File: src/rtl/la_bbox_pkg.sv
`timescale 1ns / 1ps
`default_nettype none
// ----------------------------------------------------------------------------
// la_bbox_pkg
// Constants, register codes and size helpers for the luma-to-alpha
// bounding box block.
// ----------------------------------------------------------------------------
package la_bbox_pkg;

  localparam int MAX_WIDTH  = 4096;
  localparam int MAX_HEIGHT = 4096;

  localparam int COL_W   = (MAX_WIDTH > 1) ? $clog2(MAX_WIDTH) : 1;
  localparam int ROW_W   = (MAX_HEIGHT > 1) ? $clog2(MAX_HEIGHT) : 1;
  localparam int WSIZE_W = $clog2(MAX_WIDTH + 1);
  localparam int HSIZE_W = $clog2(MAX_HEIGHT + 1);

  localparam int CFG_SIZE_W = 13;
  localparam int CFG_DATA_W = 13;
  localparam int CFG_IDX_W  = 2;
  localparam int THR_W      = 8;
  localparam int PIX_W      = 8;
  localparam int ALPHA_W    = 8;
  localparam int BOX_W      = 12;
  localparam int COUNT_W    = 25;
  localparam int LUM_W      = 24;

  localparam int WCMP_W = (CFG_SIZE_W > WSIZE_W) ? CFG_SIZE_W : WSIZE_W;
  localparam int HCMP_W = (CFG_SIZE_W > HSIZE_W) ? CFG_SIZE_W : HSIZE_W;

  // rec.709 weights in q16, summing to 65536
  localparam logic [LUM_W-1:0] COEF_R = LUM_W'(13933);
  localparam logic [LUM_W-1:0] COEF_G = LUM_W'(46871);
  localparam logic [LUM_W-1:0] COEF_B = LUM_W'(4732);
  // 255 in q16 plus one half for rounding
  localparam logic [LUM_W-1:0] ALPHA_BIAS = LUM_W'(255 * 65536 + 32768);

  localparam logic [COUNT_W-1:0] COUNT_MAX = '1;

  localparam logic [CFG_SIZE_W-1:0] WIDTH_RESET  = CFG_SIZE_W'(4096);
  localparam logic [CFG_SIZE_W-1:0] HEIGHT_RESET = CFG_SIZE_W'(4096);

  typedef enum logic [CFG_IDX_W-1:0] {
    CFG_FRAME_WIDTH  = 2'd0,
    CFG_FRAME_HEIGHT = 2'd1,
    CFG_ALPHA_CUTOFF = 2'd2
  } cfg_index_t;

  function automatic logic [WSIZE_W-1:0] clamp_width(input logic [CFG_SIZE_W-1:0] v);
    logic [WSIZE_W-1:0] r;
    if (v == '0) begin
      r = WSIZE_W'(1);
    end else if (WCMP_W'(v) > WCMP_W'(MAX_WIDTH)) begin
      r = WSIZE_W'(MAX_WIDTH);
    end else begin
      r = WSIZE_W'(v);
    end
    return r;
  endfunction

  function automatic logic [HSIZE_W-1:0] clamp_height(input logic [CFG_SIZE_W-1:0] v);
    logic [HSIZE_W-1:0] r;
    if (v == '0) begin
      r = HSIZE_W'(1);
    end else if (HCMP_W'(v) > HCMP_W'(MAX_HEIGHT)) begin
      r = HSIZE_W'(MAX_HEIGHT);
    end else begin
      r = HSIZE_W'(v);
    end
    return r;
  endfunction

endpackage
`default_nettype wire

File: src/rtl/luma_to_alpha_bounding_box.sv
`timescale 1ns / 1ps
`default_nettype none
// ----------------------------------------------------------------------------
// luma_to_alpha_bounding_box
// Turns rgb pixels into inverted rec.709 luma alpha with a threshold and
// keeps per-frame peak, nonzero count and bounding box of nonzero pixels.
//
//   channel   direction  handshake                 payload
//   input     in         in_valid / in_stall       red, green, blue
//   output    out        out_valid / out_stall     alpha_value .. nonzero_count
//   config    in         cfg_write                 cfg_index, cfg_data
//
// One beat per cycle sustained while out_stall is low.
// Stage one computes alpha, stage two updates position and frame statistics
// and holds the result register.
// in_stall follows out_stall when both stages are full.
// Synchronous reset clears config, positions and statistics; 4096 x 4096
// pixels per frame after reset.
// ----------------------------------------------------------------------------
module luma_to_alpha_bounding_box
  import la_bbox_pkg::*;
(
  input  wire logic                  clk,
  input  wire logic                  rst,
  input  wire logic                  cfg_write,
  input  wire logic [CFG_IDX_W-1:0]  cfg_index,
  input  wire logic [CFG_DATA_W-1:0] cfg_data,
  input  wire logic                  in_valid,
  output logic                       in_stall,
  input  wire logic [PIX_W-1:0]      red,
  input  wire logic [PIX_W-1:0]      green,
  input  wire logic [PIX_W-1:0]      blue,
  output logic                       out_valid,
  input  wire logic                  out_stall,
  output logic [ALPHA_W-1:0]         alpha_value,
  output logic                       frame_end,
  output logic                       content_found,
  output logic [BOX_W-1:0]           box_left,
  output logic [BOX_W-1:0]           box_top,
  output logic [BOX_W-1:0]           box_right,
  output logic [BOX_W-1:0]           box_bottom,
  output logic [ALPHA_W-1:0]         peak_alpha,
  output logic [COUNT_W-1:0]         nonzero_count
);

  logic [CFG_SIZE_W-1:0] frame_width;
  logic [CFG_SIZE_W-1:0] frame_height;
  logic [THR_W-1:0]      alpha_cutoff;

  logic                  s1_valid;
  logic [ALPHA_W-1:0]    s1_alpha;
  logic                  s2_load;
  logic                  in_take;
  logic                  s1_move;

  logic [LUM_W-1:0]      lum;
  logic [LUM_W-1:0]      inv_lum;
  logic [ALPHA_W-1:0]    alpha_raw;
  logic [ALPHA_W-1:0]    alpha_next;

  logic [COL_W-1:0]      column_position;
  logic [ROW_W-1:0]      row_position;
  logic [COL_W-1:0]      min_column;
  logic [ROW_W-1:0]      min_row;
  logic [COL_W-1:0]      max_column;
  logic [ROW_W-1:0]      max_row;
  logic                  content_seen;
  logic [ALPHA_W-1:0]    peak_seen;
  logic [COUNT_W-1:0]    count_seen;

  logic [COL_W-1:0]      column_position_next;
  logic [ROW_W-1:0]      row_position_next;
  logic [COL_W-1:0]      min_column_next;
  logic [ROW_W-1:0]      min_row_next;
  logic [COL_W-1:0]      max_column_next;
  logic [ROW_W-1:0]      max_row_next;
  logic                  content_seen_next;
  logic [ALPHA_W-1:0]    peak_seen_next;
  logic [COUNT_W-1:0]    count_seen_next;

  logic [WSIZE_W-1:0]    width_eff;
  logic [HSIZE_W-1:0]    height_eff;
  logic                  row_end;
  logic                  frame_last;

  // configuration
  always_ff @(posedge clk) begin
    if (rst) begin
      frame_width  <= WIDTH_RESET;
      frame_height <= HEIGHT_RESET;
      alpha_cutoff <= '0;
    end else if (cfg_write) begin
      case (cfg_index_t'(cfg_index))
        CFG_FRAME_WIDTH:  frame_width  <= CFG_SIZE_W'(cfg_data);
        CFG_FRAME_HEIGHT: frame_height <= CFG_SIZE_W'(cfg_data);
        CFG_ALPHA_CUTOFF: alpha_cutoff <= cfg_data[THR_W-1:0];
        default: begin
        end
      endcase
    end
  end

  // handshake
  assign s2_load  = !out_valid || !out_stall;
  assign s1_move  = s1_valid && s2_load;
  assign in_stall = s1_valid && !s2_load;
  assign in_take  = in_valid && !in_stall;

  // stage one: alpha
  always_comb begin
    lum = COEF_R * LUM_W'(red) + COEF_G * LUM_W'(green) + COEF_B * LUM_W'(blue);
    inv_lum = ALPHA_BIAS - lum;
    alpha_raw = inv_lum[LUM_W-1 -: ALPHA_W];
    alpha_next = (alpha_raw <= alpha_cutoff) ? '0 : alpha_raw;
  end

  always_ff @(posedge clk) begin
    if (rst) begin
      s1_valid <= 1'b0;
    end else if (in_take) begin
      s1_valid <= 1'b1;
    end else if (s1_move) begin
      s1_valid <= 1'b0;
    end
  end

  always_ff @(posedge clk) begin
    if (in_take) begin
      s1_alpha <= alpha_next;
    end
  end

  // stage two: position and frame statistics
  always_comb begin
    width_eff  = clamp_width(frame_width);
    height_eff = clamp_height(frame_height);
    row_end    = (WSIZE_W'(column_position) + WSIZE_W'(1)) >= width_eff;
    frame_last = row_end && ((HSIZE_W'(row_position) + HSIZE_W'(1)) >= height_eff);

    min_column_next   = min_column;
    min_row_next      = min_row;
    max_column_next   = max_column;
    max_row_next      = max_row;
    content_seen_next = content_seen;
    count_seen_next   = count_seen;
    peak_seen_next    = (s1_alpha > peak_seen) ? s1_alpha : peak_seen;

    if (s1_alpha != '0) begin
      if (count_seen != COUNT_MAX) begin
        count_seen_next = count_seen + COUNT_W'(1);
      end
      content_seen_next = 1'b1;
      if (!content_seen) begin
        min_column_next = column_position;
        min_row_next    = row_position;
        max_column_next = column_position;
        max_row_next    = row_position;
      end else begin
        if (column_position < min_column) min_column_next = column_position;
        if (row_position < min_row)       min_row_next    = row_position;
        if (column_position > max_column) max_column_next = column_position;
        if (row_position > max_row)       max_row_next    = row_position;
      end
    end

    if (row_end) begin
      column_position_next = '0;
      row_position_next    = frame_last ? '0 : row_position + ROW_W'(1);
    end else begin
      column_position_next = column_position + COL_W'(1);
      row_position_next    = row_position;
    end
  end

  always_ff @(posedge clk) begin
    if (rst) begin
      column_position <= '0;
      row_position    <= '0;
      min_column      <= COL_W'(MAX_WIDTH - 1);
      min_row         <= ROW_W'(MAX_HEIGHT - 1);
      max_column      <= '0;
      max_row         <= '0;
      content_seen    <= 1'b0;
      peak_seen       <= '0;
      count_seen      <= '0;
    end else if (s1_move) begin
      column_position <= column_position_next;
      row_position    <= row_position_next;
      if (frame_last) begin
        min_column   <= COL_W'(MAX_WIDTH - 1);
        min_row      <= ROW_W'(MAX_HEIGHT - 1);
        max_column   <= '0;
        max_row      <= '0;
        content_seen <= 1'b0;
        peak_seen    <= '0;
        count_seen   <= '0;
      end else begin
        min_column   <= min_column_next;
        min_row      <= min_row_next;
        max_column   <= max_column_next;
        max_row      <= max_row_next;
        content_seen <= content_seen_next;
        peak_seen    <= peak_seen_next;
        count_seen   <= count_seen_next;
      end
    end
  end

  // result register
  always_ff @(posedge clk) begin
    if (rst) begin
      out_valid <= 1'b0;
    end else if (s2_load) begin
      out_valid <= s1_valid;
    end
  end

  always_ff @(posedge clk) begin
    if (s1_move) begin
      alpha_value   <= s1_alpha;
      frame_end     <= frame_last;
      content_found <= content_seen_next;
      box_left      <= content_seen_next ? BOX_W'(min_column_next) : '0;
      box_top       <= content_seen_next ? BOX_W'(min_row_next) : '0;
      box_right     <= content_seen_next ? BOX_W'(max_column_next) : '0;
      box_bottom    <= content_seen_next ? BOX_W'(max_row_next) : '0;
      peak_alpha    <= peak_seen_next;
      nonzero_count <= count_seen_next;
    end
  end

`ifndef SYNTHESIS
  a_content_count: assert property (@(posedge clk) disable iff (rst)
    out_valid |-> (content_found == (nonzero_count != '0)))
    else $error("content flag disagrees with nonzero count");

  a_box_order: assert property (@(posedge clk) disable iff (rst)
    (out_valid && content_found) |-> (box_left <= box_right && box_top <= box_bottom))
    else $error("bounding box corners out of order");

  a_peak_bound: assert property (@(posedge clk) disable iff (rst)
    out_valid |-> (alpha_value <= peak_alpha))
    else $error("alpha beat above frame peak");

  a_stall_cause: assert property (@(posedge clk) disable iff (rst)
    in_stall |-> (s1_valid && out_valid && out_stall))
    else $error("input stalled without a full pipeline");
`endif

endmodule
`default_nettype wire

File: config.mk
export PLATFORM = sky130hd
export DESIGN_NAME = luma_to_alpha_bounding_box
export DESIGN_NICKNAME = d
export VERILOG_FILES = /design/src/rtl/la_bbox_pkg.sv /design/src/rtl/luma_to_alpha_bounding_box.sv
export SDC_FILE = /design/constraint.sdc
export NUM_CORES = 1
export LEC_CHECK = 0
export BUFFER_PORTS_ARGS = -buffer_cell sky130_fd_sc_hd__buf_2
export CORE_UTILIZATION = 50
export DETAILED_ROUTE_END_ITERATION = 12
export PLACE_DENSITY = 0.72
export SKIP_LAST_GASP = 1
export SLEW_MARGIN = 40
export SYNTH_ARGS = -nofsm -noshare
export SYNTH_HDL_FRONTEND = slang
export SYNTH_SLANG_ARGS = --single-unit
File: constraint.sdc
create_clock -name clk -period 20 [get_ports clk]
set_clock_uncertainty 0.15 [all_clocks]
set_input_delay 2 -clock clk [delete_from_list [all_inputs] [get_ports clk]]
set_output_delay 2 -clock clk [all_outputs]
set_load 0.005 [all_outputs]
==> results of run 1 <==
-- worst max-delay path: cells and delay by family --
| kind | cells | cell delay, ps |
|---|---|---|
| fa+ha+maj | 13 | 5940 |
| compound gates | 8 | 2200 |
| simple gates | 9 | 1420 |
| buf+inv | 6 | 460 |
-- logic make-up after synthesis --
| family | count (synthesis) | synth area share, % |
|---|---|---|
| compound gates | 313 | 12.1 |
| xor+xnor | 73 | 3.40 |
| fa+ha+maj | 392 | 31.9 |
| buf+inv | 380 | 7.81 |
| flops | 241 | 30.9 |
| mux | 67 | 3.63 |
| simple gates | 402 | 10.2 |
-- per-layer routing --
metal  wire, um  global-route usage, %  vias to the layer above  share of wire [%]
met3       1640                   2.58                       83                3.9
met4       1210                   8.10                        4                2.9
met2      20900                   39.9                      277                 50
met1      18400                   28.6                     6608                 44
li1           -                      -                     6590                  -
met5         27                      0                        -              0.064
-- registers in the layout (all words and copies together) (netlist names), 12 cells and up --
register	cells
frame_height	13
box_bottom	12
min_column	12
nonzero_count	25
min_row	12
box_left	12
count_seen	25
frame_width	13
box_right	12
max_row	12
row_position	12
box_top	12
max_column	12
column_position	12
-- synth_stat cells, types with 8 or more instances --
cell type  instances  area share [%]
nand2_1          110             2.2
and3_1            18            0.60
fa_1             146              16
nor2b_1           10            0.33
a21o_1            29             1.2
xor2_1            27             1.3
mux2i_1           57             3.0
edfxtp_1          99              16
nor4_1            12            0.40
o21ai_0           18            0.48
xnor2_1           46             2.1
dfxtp_1          142              15
o21a_1            16            0.64
nor2_1           118             2.4
nand2b_1          10            0.33
nor3_1            28            0.75
buf_2             16            0.43
ha_1             246              16
inv_1            303             6.0
o22a_1            24             1.1
a21oi_1           84             2.2
a32o_1            19             1.0
nand3_1           46             1.2
nand4_1           14            0.47
o21ai_1           19            0.51
a22o_1            25             1.2
mux2_2            10            0.60
clkbuf_1          49            0.98
a211oi_1          16            0.64
nand4b_1           8            0.37
-- path summary, 6_finish.rpt --
path	to	slack, ps	cells after the start
worst max-delay path	s1_alpha[6]	8160	36
worst min-delay path	frame_width[5]	330	2
worst max register to register	min_row[3]	15400	14
worst min register to register	frame_width[5]	330	2
-- final cells by class --
class                   instances  area, um^2  share of cell area [%]
inverters                     306        1150                    5.54
repair buffers                148         778                    3.74
clock inverters                17         274                    1.32
well taps                     468         586                    2.81
clock buffers                  27         643                    3.09
flip-flops and latches        241        5820                    27.9
diodes                          2        5.00                  0.0240
multi-input cells            1247       11600                    55.6
-- stage by stage --
| step | cell area (um^2) | std cells | util (%) | setup slack [ps] |
|---|---|---|---|---|
| after detailed placement | 19900 | 2410 | 54.1 | 7660 |
| final | 20800 | 2456 | 56.6 | 8160 |
| after CTS | 20800 | 2454 | 56.6 | 8100 |
| after global placement | 19800 | 2407 | 53.9 | 8000 |
| after floorplan | 18800 | 1868 | - | 8630 |
| after global routing | 20800 | 2455 | 56.6 | 7570 |
==> reports/results.ini, run 1 <==
[place]
port_buffers = 136
dp_hpwl_um = 33200
place_congestion = 0.943

[synthesis]
synthCells = 1868
ys_types = 70
syn_nets = 2304
synth_area_um2 = 18800
yosys_most_used_dff = dfxtp_1
synth_edf_count = 99
synth_seq_area_share_pct = 30.9
synth_seq_cells = 241
async_reset_ff_share_pct = 0
ys_warn_count = 0
avgSynthCellArea_um2 = 10.1

[setup_path]
worst-setup-path-type = input port to flop
crit_start = blue[5]
crit_fanout = 5
crit_arrival_ps = 12050
worstReg2RegStart = column_position[1]
startpoint_type = input port
slowest_delay_ps = 640
slowest_stage = fa_1
end_kind = flop
crit_required_ps = 20210
worst_path_most_repeated_cell = fa_1

[timing]
fmax_ghz = 0.0844
rsz0062_at_grt = false
post-route-min-period_ps = 11840
slew_headroom_pct = 45.6
worst_pin_slew_ps = 811
hold_violations = 0
setup_viol = 0
hold_slack_ps = 325
slew_violations = 0
finalCritPeriodShare_pct = 59.2
fin_setup_tns_ps = 0

[cts]
cts_setup_buffers = 0
ctsHoldBuffers = 0
htreeDepth = 1
root_buffer = clkbuf_16
clock_path_buffers = 3
path_clk_slew_ps = 70
tritoncts.num_buffers = 24
clkSinkCount = 241
cts_tree = yes
clk_latency_ps = 540
ctsResizeCount = 0

[finish]
drive_above_1_share_pct = 11.5
final_common_cell = inv_1
area_delta_synth_final_pct = 10.8
fill_cells = 3157
fin_nets = 2404
most-common-layout-cells = inv_1, ha_1, fa_1

[drt]
first_pass_iters = 5
viasPerCell = 5.52
drcViolationCount = 0
vias = 13562
ant_nets = 0
totalWireLength_um = 42200
post_drt_wl_per_cell_um = 17.2
dr.first_iter.drc_count = 709

[die]
core-area_um2 = 36800
ios = 137
fp.dieW_um = 196
num_rows = 70
initial_core_util_pct = 51.1
die_h_um = 196
die_area_um2 = 38400

[global_route]
grt_pass1_wl_um = 70100
grt_max_degree = 75
grt_pass1_vias = 13884
antenna_found_initial = 4
overflow = 0
grt_usage_pct = 22.6

[hold_path]
min_from = frame_width[5]
hp-class = flop to flop

[run]
maxCapViolCount = 0

[run_status]
status = finished, final reports clean

Power of run 1 is left out: the tool's default activity adds up to more than one toggle a clock period on the data nets, which glitch-free logic cannot reach.
==> run 2: changes to the inputs <==
--- a/config.mk
+++ b/config.mk
@@ -8,7 +8,7 @@
 export BUFFER_PORTS_ARGS = -buffer_cell sky130_fd_sc_hd__buf_2
 export CORE_UTILIZATION = 50
 export DETAILED_ROUTE_END_ITERATION = 12
-export PLACE_DENSITY = 0.72
+export PLACE_DENSITY = 0.75
 export SKIP_LAST_GASP = 1
 export SLEW_MARGIN = 40
 export SYNTH_ARGS = -nofsm -noshare
==> constraint.sdc (replaced) <==
create_clock -name clk -period 10.4 [get_ports clk]
set_clock_uncertainty 0.15 [all_clocks]
set_input_delay 1.04 -clock clk [delete_from_list [all_inputs] [get_ports clk]]
set_output_delay 1.04 -clock clk [all_outputs]
set_load 0.005 [all_outputs]
==> reports/results.ini, run 2 (synthesis gave the netlist of run 1 again) <==
[cts]
tritoncts.num_buffers = 24
clk_latency_ps = 540
clkSinkCount = 241
root_buffer = clkbuf_16
cts_tree = yes
clock_path_buffers = 3
path_clk_slew_ps = 70
cts_setup_buffers = 0
htreeDepth = 1

[timing]
hold_slack_ps = 313
setup_viol = 0
slew_violations = 0
fin_setup_tns_ps = 0
fmax_ghz = 0.100
finalCritPeriodShare_pct = 95.9
slew_headroom_pct = 42.1
post-route-min-period_ps = 9970
hold_violations = 0
worst_pin_slew_ps = 867

[global_route]
grt_max_degree = 72
antenna_found_initial = 7
overflow = 0
grt_usage_pct = 22.4
grt_pass1_wl_um = 69800
grt_pass1_vias = 14287

[drt]
drcViolationCount = 0
vias = 13779
post_drt_wl_per_cell_um = 17.0
ant_nets = 0
dr.first_iter.drc_count = 788
totalWireLength_um = 42400
first_pass_iters = 5
viasPerCell = 5.52

[setup_path]
crit_required_ps = 10530
end_kind = flop
crit_fanout = 5
crit_arrival_ps = 10100
slowest_delay_ps = 610
startpoint_type = input port
worst_path_most_repeated_cell = fa_1
slowest_stage = fa_2
worst-setup-path-type = input port to flop

[place]
dp_hpwl_um = 33500
port_buffers = 136
place_congestion = 0.908

[finish]
most-common-layout-cells = inv_1, ha_1, fa_1
area_delta_synth_final_pct = 12.5
drive_above_1_share_pct = 14.0
fin_nets = 2441
fill_cells = 3192
final_common_cell = inv_1
reg_top3 = count_seen (25), nonzero_count (25)

[run_status]
status = finished, final reports clean

[die]
die_area_um2 = 38400
num_rows = 70
core-area_um2 = 36800
fp.dieW_um = 196
ios = 137
die_h_um = 196
initial_core_util_pct = 51.1

[hold_path]
hp-class = flop to flop

[run]
maxCapViolCount = 0

==> run 2: area by class of cell <==
type                       instances  area [um^2]  area share [%]
sequential                       241         5820            27.5
multi-input combinational       1247        11600            55.1
clock inverter                    14          178           0.840
clock buffer                      30          696            3.29
timing repair buffer             185         1060            5.01
tap                              468          586            2.77
inverter                         306         1150            5.44
antenna                            4         10.0          0.0473
==> run 2: worst max-delay path: cells and delay by family <==
| family | cells | cell delay [ps] |
|---|---|---|
| AOI/OAI and AO/OA | 11 | 1780 |
| adders and majority gates | 13 | 5820 |
| and+or+nand+nor | 5 | 550 |
| buffers and inverters | 8 | 860 |
==> run 2: final timing paths <==
check,from,end,slack [ps],depth (start not counted)
setup reg to reg,column_position[1],min_row[7],5670,14
setup / recovery,blue[6],s1_alpha[0],430,37
hold / removal,frame_height[0],frame_height[0],310,2
hold reg to reg,frame_height[0],frame_height[0],310,2
==> run 2: layer usage <==
metal,vias up,track usage [%],share of wire [%]
met5,-,0,0.094
met1,6720,28.3,43
met3,73,2.68,4.7
met4,6,7.78,2.8
li1,6666,-,-
met2,314,39.4,49
==> run 2: timing repair <==
| action | in CTS | in global routing |
|---|---|---|
| hold endpoints to repair | 0 | 0 |
| resized for setup | 0 | 16 |
| endpoints found under the setup margin | 0 | 8 |
| hold buffers | 0 | 0 |
==> run 2: stage by stage <==
stage	utilization, %	cell area, um^2	setup WS [ps]	cells
finish	57.5	21100	427	2495
global route	57.5	21100	-4.14	2492
CTS	57.2	21000	227	2491
detailed placement	54.8	20200	-308	2447
global placement	54.7	20100	-19.9	2444
floorplan	-	18800	87.4	1868
Power of run 2 is left out for the same reason.
